### src/rtl/core/srfpll_pkg.sv
// Shared types, constants and arithmetic helpers for the three-phase SRF PLL.
// Used by the multiply-accumulate unit, the top level and its checker.
package srfpll_pkg;

  // Operand and product widths of the shared multiplier
  localparam int OP_W   = 33;
  localparam int PROD_W = 66;

  // Field widths
  localparam int PU_W    = 17;
  localparam int TRIG_W  = 16;
  localparam int ANGLE_W = 19;
  localparam int OMEGA_W = 28;
  localparam int FI_W    = 32;

  // Operating modes
  localparam logic [1:0] MODE_TRACK = 2'd0;
  localparam logic [1:0] MODE_FIXED = 2'd1;
  localparam logic [1:0] MODE_EXT   = 2'd2;

  // Register indexes of the configuration port
  typedef enum logic [2:0] {
    REG_MODE,
    REG_PROP_GAIN,
    REG_INT_GAIN,
    REG_STEP_TIME,
    REG_LPF_COEFF,
    REG_NOMINAL
  } cfg_reg_t;

  // Register reset values
  localparam logic [23:0] PROP_GAIN_RST = 24'd117965;
  localparam logic [23:0] INT_GAIN_RST  = 24'd1203146;
  localparam logic [31:0] STEP_TIME_RST = 32'd429497;
  localparam logic [15:0] LPF_COEFF_RST = 16'd655;
  localparam logic [26:0] NOMINAL_RST   = 27'd20588742;

  // Fixed-point constants
  localparam logic [ANGLE_W-1:0] TWO_PI_Q16     = 19'd411775;
  localparam logic [15:0]        THIRD_Q16      = 16'd21845;
  localparam logic [15:0]        INV_SQRT3_Q16  = 16'd37837;
  localparam logic [OP_W-1:0]    INV_TWO_PI_Q32 = 33'd683565276;
  localparam logic [63:0]        HALF_PI_Q30    = 64'd1686629713;

  // Saturation bounds, at product width
  localparam logic signed [PROD_W-1:0] PU_MIN   = -66'sd65536;
  localparam logic signed [PROD_W-1:0] PU_MAX   = 66'sd65535;
  localparam logic signed [PROD_W-1:0] TRIG_MIN = -66'sd16384;
  localparam logic signed [PROD_W-1:0] TRIG_MAX = 66'sd16384;
  localparam logic signed [PROD_W-1:0] OM_MIN   = -66'sd134217728;
  localparam logic signed [PROD_W-1:0] OM_MAX   = 66'sd134217727;
  localparam logic signed [PROD_W-1:0] FI_MIN   = -66'sd2147483648;
  localparam logic signed [PROD_W-1:0] FI_MAX   = 66'sd2147483647;
  localparam logic signed [PROD_W-1:0] ANG_MIN  = 66'sd0;
  localparam logic signed [PROD_W-1:0] ANG_MAX  = 66'sd524287;

  // Sequencer states: one multiply issued in each state from S_TURN to S_INC
  typedef enum logic [4:0] {
    S_IDLE,
    S_TURN,
    S_HD,
    S_LD,
    S_AV,
    S_BV,
    S_AI,
    S_BI,
    S_P1,
    S_P2,
    S_P3,
    S_P4,
    S_P5,
    S_P6,
    S_P7,
    S_P8,
    S_KP,
    S_KI,
    S_LPF,
    S_INC,
    S_FIN,
    S_DONE
  } pll_state_t;

  // Accumulator control of the multiply-accumulate unit
  typedef struct packed {
    logic acc_load;
    logic acc_sub;
  } mac_ctl_t;

  // x / 2^sh, rounded half away from zero
  function automatic logic signed [PROD_W-1:0] round_shift(
    input logic signed [PROD_W-1:0] x,
    input int unsigned              sh
  );
    logic signed [PROD_W-1:0] half;
    logic signed [PROD_W-1:0] tmp;
    half = PROD_W'(1) <<< (sh - 1);
    tmp  = x + half - PROD_W'(x[PROD_W-1]);
    return tmp >>> sh;
  endfunction

  function automatic logic signed [PROD_W-1:0] clamp(
    input logic signed [PROD_W-1:0] x,
    input logic signed [PROD_W-1:0] lo,
    input logic signed [PROD_W-1:0] hi
  );
    logic signed [PROD_W-1:0] r;
    r = x;
    if (x < lo) r = lo;
    else if (x > hi) r = hi;
    return r;
  endfunction

  // Sine of a turn phase (Q0.32) in Q1.14, by a Taylor series on a quarter turn.
  // Evaluated only on constants while the table is built.
  function automatic logic signed [TRIG_W-1:0] rom_sine(input logic [31:0] p);
    logic [63:0]        r;
    logic [63:0]        x;
    logic [63:0]        x2;
    logic [63:0]        term;
    logic signed [63:0] sum;
    logic signed [63:0] v;
    r = {34'd0, p[29:0]};
    if (p[30]) r = 64'h4000_0000 - r;
    x    = (r * HALF_PI_Q30) >> 30;
    x2   = (x * x) >> 30;
    sum  = signed'(x);
    term = ((x * x2) >> 30) / 64'd6;
    sum  = sum - signed'(term);
    term = ((term * x2) >> 30) / 64'd20;
    sum  = sum + signed'(term);
    term = ((term * x2) >> 30) / 64'd42;
    sum  = sum - signed'(term);
    term = ((term * x2) >> 30) / 64'd72;
    sum  = sum + signed'(term);
    term = ((term * x2) >> 30) / 64'd110;
    sum  = sum - signed'(term);
    term = ((term * x2) >> 30) / 64'd156;
    sum  = sum + signed'(term);
    if (sum < 0) sum = 0;
    v = (sum + 64'sd32768) >>> 16;
    if (v > 64'sd16384) v = 64'sd16384;
    if (p[31]) v = -v;
    return TRIG_W'(v);
  endfunction

endpackage

### src/rtl/core/srfpll_mac.sv
// Shared multiply-accumulate unit of the SRF PLL: registered 33x33 signed
// product and one accumulator. Depends on srfpll_pkg.
module srfpll_mac import srfpll_pkg::*; (
  input  logic                     clk,
  input  logic signed [OP_W-1:0]   op_a,
  input  logic signed [OP_W-1:0]   op_b,
  input  mac_ctl_t                 ctl,
  output logic signed [PROD_W-1:0] prod,
  output logic signed [PROD_W-1:0] psum
);

  logic signed [PROD_W-1:0] acc;

  // product register, accumulator loads the previous product
  always_ff @(posedge clk) begin
    prod <= op_a * op_b;
    if (ctl.acc_load) begin
      acc <= prod;
    end
  end

  // pairwise sum or difference for the Park terms
  assign psum = ctl.acc_sub ? (acc - prod) : (acc + prod);

endmodule

### config.mk
export PLATFORM = sky130hd
export DESIGN_NAME = srfpll_mac
export DESIGN_NICKNAME = d
export VERILOG_FILES = /design/src/rtl/core/srfpll_pkg.sv /design/src/rtl/core/srfpll_mac.sv
export SDC_FILE = /design/constraint.sdc
export NUM_CORES = 2
export LEC_CHECK = 0
export ABC_AREA = 1
export BUFFER_PORTS_ARGS = -buffer_cell sky130_fd_sc_hd__clkbuf_2
export CORE_MARGIN = 2
export CORE_UTILIZATION = 60
export DETAILED_ROUTE_END_ITERATION = 8
export HOLD_SLACK_MARGIN = 0.1
export PLACE_DENSITY_LB_ADDON = 0.05
export SLEW_MARGIN = 10
export SYNTH_ARGS = -nofsm -noshare
export SYNTH_HDL_FRONTEND = slang
export SYNTH_SLANG_ARGS = --single-unit
### constraint.sdc
create_clock -name clk -period 7.7 [get_ports clk]
set_input_delay 0.385 -clock clk [delete_from_list [all_inputs] [get_ports clk]]
set_output_delay 0.385 -clock clk [all_outputs]
set_load 0.05 [all_outputs]
Yosys cells after proc, flatten, opt, wreduce, memory -nomap -nowiden. Cells that the tools add are included. Widths: inputs -> output; s select.

Bits of input ports: 69. Output and inout bits: 132. Register bits after elaboration: 132.

Multipliers: 1. Multiplexer cells: 1. Add/subtract/negate cells: 2.

Operators with widths (number): $add 66x66->66 (1); $mul 33x33->66 (1); $mux 66 (1); $sub 66x66->66 (1).

Logic depth before layout (Yosys ltp).
Depth after elaboration: 2. Gate-level depth with buffers: 34. Gate-level depth less buffers: 32.

Worst setup path before layout. Ideal clock, no wire load.

Path type: input to register. From: input port op_a[32]. To: register prod[65]. Slack: 0.432 ns. Stages on the path: 26. Arrival: 7.156 ns. Path buffers: 2. Library setup time: 0.112 ns. Cell sequence: clkbuf_1 clkbuf_1 nand2_1 inv_1 fa_1 fa_1 fa_1 fa_1 inv_1 fa_1 inv_1 fa_1 inv_1 fa_1 fa_1 inv_1 ha_1 nand2_1 nor3_1 nand2_1 nor3_1 nand2_1 nand2_1 inv_1 nand2_1 nand2_1.

Cells in the longest elaborated chain, start to end: 1.

Ends and longest elaborated chain: start: declaration (line srfpll_mac.sv:5) `input logic signed [OP_W-1:0] op_a,`; $mul 33x33->66 (line srfpll_mac.sv:16) `prod <= op_a * op_b;`; end signal: assignment (line srfpll_mac.sv:16); end: declaration (line srfpll_mac.sv:8) `output logic signed [PROD_W-1:0] prod,`.

Every way passes these cells. A chain may end at the register's enable or synchronous reset.

Worst setup path in the final report.
From: input port op_a[32]. To: register prod[61].

The elaborated chain is that of the path after synthesis.

==> summary.md <==
| Metric | Value |
|---|---|
| Max-capacitance violation count | `0` |
| Area added between synthesis and finish | `6.93%` |
| Compound-Gate Fraction of Synth Area | `3.70%` |
| Aggregate global routing overflow | `0` |
| Run status | `completed` |
| Number of post-CTS setup repair buffers | `0` |
| Syn Area/Cell | `between 7 and 8 um2` |
| Cell area after technology mapping | `0.0522 mm2` |
| Antenna diode instance count | `0` |
| Number of hold-repair buffers added at the cts stage | `0` |
| Clock buffers created by TritonCTS | `17` |
| Final cell area excluding filler cells | `0.0558 mm2` |
| TritonCTS clock tree | `built` |
| Average via count per standard cell | `5.34` |
| Hold Path Class | `register to register` |
| Max transition margin | `approximately two fifths` |
| Maximum number of pins on one net before global-route repair | `67` |
| Number of iterations in the first detailed-routing pass | `8` |
| Number of flops mapped to enable cells by yosys | `66` |
| Area of the core | `0.0865 mm2` |
| Cell family contributing the most delay on the critical path | `adder cells` |
| Type of element launching the critical path | `input port` |
| Longest Clk Path Bufs | `2` |
| Flop and latch count out of synthesis | `roughly 130` |
| RSZ-0062 raised after global routing | `false` |
| Cell count after synthesis | `6981` |
| Drt drc | `0` |
| Final estimated routing congestion in global placement | `1.03` |
| Vias | `44200` |
| Number of nets in the layout | `8605` |
| Initial antenna violation count | `0` |
| Max-slew violation count | `0` |
| Final-layout setup total negative slack | `0 ns` |
| DRC violation total after the first TritonRoute iteration | `3649` |
| Initial standard-cell utilization of the core | `approximately three fifths` |
| Clock-pin slew of the registers on the worst-case setup and hold paths | `0.07 ns` |
| Layout cells sized above 1 | `7.13%` |
| FFs w/ async S/R, synth | `0%` |
| Measured slew at the worst slew-check pin | `0.928 ns` |
| Critical path capture point type | `register` |
| Crit path arrival time | `7.63 ns` |
| Clock insertion delay at the later pin of the skew report | `0.43 ns` |
| Die outline height | `299 um` |
| Slowest stage cell on the critical path | `fa_1` |
| Yosys warnings | `0` |
| Number of cells on the critical path | `26` |
| Post-route clock skew | `between 0.01 and 0.015 ns` |
| Via count of the first global-routing pass | `approximately 47000` |
| Wire length of the first global-routing pass | `263000 um` |
| Area fraction in and, or, nand and nor cells after synthesis | `approximately 20%` |
| Final wirelength | `166000 um` |
| Adder-cell share of the synthesized area | `50.7%` |
| Overall die width | `around 300 um` |
| Instance count along the most critical hold path | `0` |
| Max Fclk | `0.137 GHz` |
| Class of the most critical setup path | `input port to register` |
| Top-level I/O count | `approximately 200` |
| Endpoints failing setup | `0` |
| Number of H-tree levels | `4` |
| PostCTS Resize Cnt | `0` |
| Worst reg-to-reg path cell count | `0` |
| Xor/xnor share of the synthesized area | `~2.4%` |
| Port-buffer cells | `200` |
| Critical path buffer and inverter count | `10` |
| Net count after synthesis | `~8500` |
| Cell at the root of the clock tree | `clkbuf_16` |
| Final antenna-violating net count | `0` |
| Die Footprint | `0.0894 mm2` |
| Dominant synthesized flop cell | `edfxtp_1` |
| Combined global-route utilization of all metal layers | `approximately two fifths` |
| Share of the clock period used by the worst path | `94.9%` |
| Fin crit period | `7.30 ns` |
| Delay of the slowest cell on the worst path | `~0.58 ns` |
| Number of hold-slack violations in the final timing report | `0` |
| HPWL reported at the end of detailed placement | `144000 um` |
| Crit Path Max Fanout | `19` |
| Worst path required time | `8.03 ns` |
| Number of clock sinks seen by CTS | `132` |
| Combinational family with the most area after synthesis | `adder cells` |
| Cell area reported after detailed placement | `0.0552 mm2` |
| Mux cell area share after synthesis | `0%` |
| Unique masters post-synth | `45` |
| Number of core rows | `108` |
| Sequential cell area fraction in the yosys report | `6.33%` |
| Per-cell routed wire length | `20.0 um` |
-- worst paths after layout --
check / from / end / slack [ns]
setup reg to reg: prod[42]$_DFF_P_ / acc[42]$_DFFE_PP_ / 6.75
setup / recovery: op_a[32] / prod[61]$_DFF_P_ / 0.40
hold / removal: prod[15]$_DFF_P_ / acc[15]$_DFFE_PP_ / 0.51
hold reg to reg: prod[15]$_DFF_P_ / acc[15]$_DFFE_PP_ / 0.51
-- synth_stat cells (28+ instances only) --
library cell	count	share of area [%]
nor3_1	29	0.28
a21oi_1	179	1.7
dfxtp_1	66	2.5
nand3_1	155	1.5
nor2_2	28	0.34
inv_1	2059	15
fa_1	1146	44
clkbuf_1	264	1.9
ha_1	283	6.8
nor2_1	371	2.7
nand2_1	1859	13
o21ai_0	120	1.2
edfxtp_1	66	3.8
xor2_1	124	2.1
nand4_1	58	0.70
-- metal layers --
metal / routed length [um] / global-route usage, % / vias to the layer above
met5: 0 / 0 / -
met4: 8630 / 16.4 / 0
met3: 12700 / 4.93 / 424
met2: 78800 / 64.6 / 1992
met1: 65500 / 50.4 / 21800
li1: - / - / 20100
-- cells in the final DEF (no fill, tap or decap), types with 17 or more instances in the layout --
master        n
dfxtp_1      66
xor2_1      124
fa_1       1146
buf_12       21
ha_1        283
buf_4       158
a21oi_1     179
nand4_1      58
nand3_1     155
nor2_2       28
edfxtp_1     66
clkbuf_16    17
clkbuf_2    200
o21bai_1     22
o21ai_0     120
inv_1      2058
nand2_2      17
nor3_1       29
nor2_1      371
nand2_1    1859
xnor2_1      20
-- layout make-up --
type	instances	area (um2)
tap	1155	1450
clock buffer	17	425
multi-input combinational	4504	40100
fill	7812	30700
sequential	132	3300
clock inverter	15	160
timing repair buffer	379	2610
inverter	2073	7780
-- sequential cells by signal, indices dropped and copies added (netlist names) --
signal and cells:
acc 66, prod 66
-- kinds of logic (layout without fill, tap and decap cells) --
logic type,Yosys count,count (layout)
AOI/OAI and AO/OA,358,358
xor gates and xnor gates,145,145
adders and majority gates,1429,1429
buffers and inverters,2345,2484
DFF,132,132
and+or+nand+nor,2572,2572
-- metrics by stage --
step                      std cells  util [%]  setup slack [ns]  hold WS, ns
after detailed placement       8243      63.9           -0.0508        0.489
after global placement         8243      63.9            0.0480        0.485
after global routing           8275      64.5             0.110        0.523
after CTS                      8275      64.5             0.409        0.505
final                          8275      64.5             0.396        0.506
after floorplan                6981         -             0.432        0.497
Power is left out: the tool's default activity adds up to more than one toggle a clock period on the data nets, which glitch-free logic cannot reach.
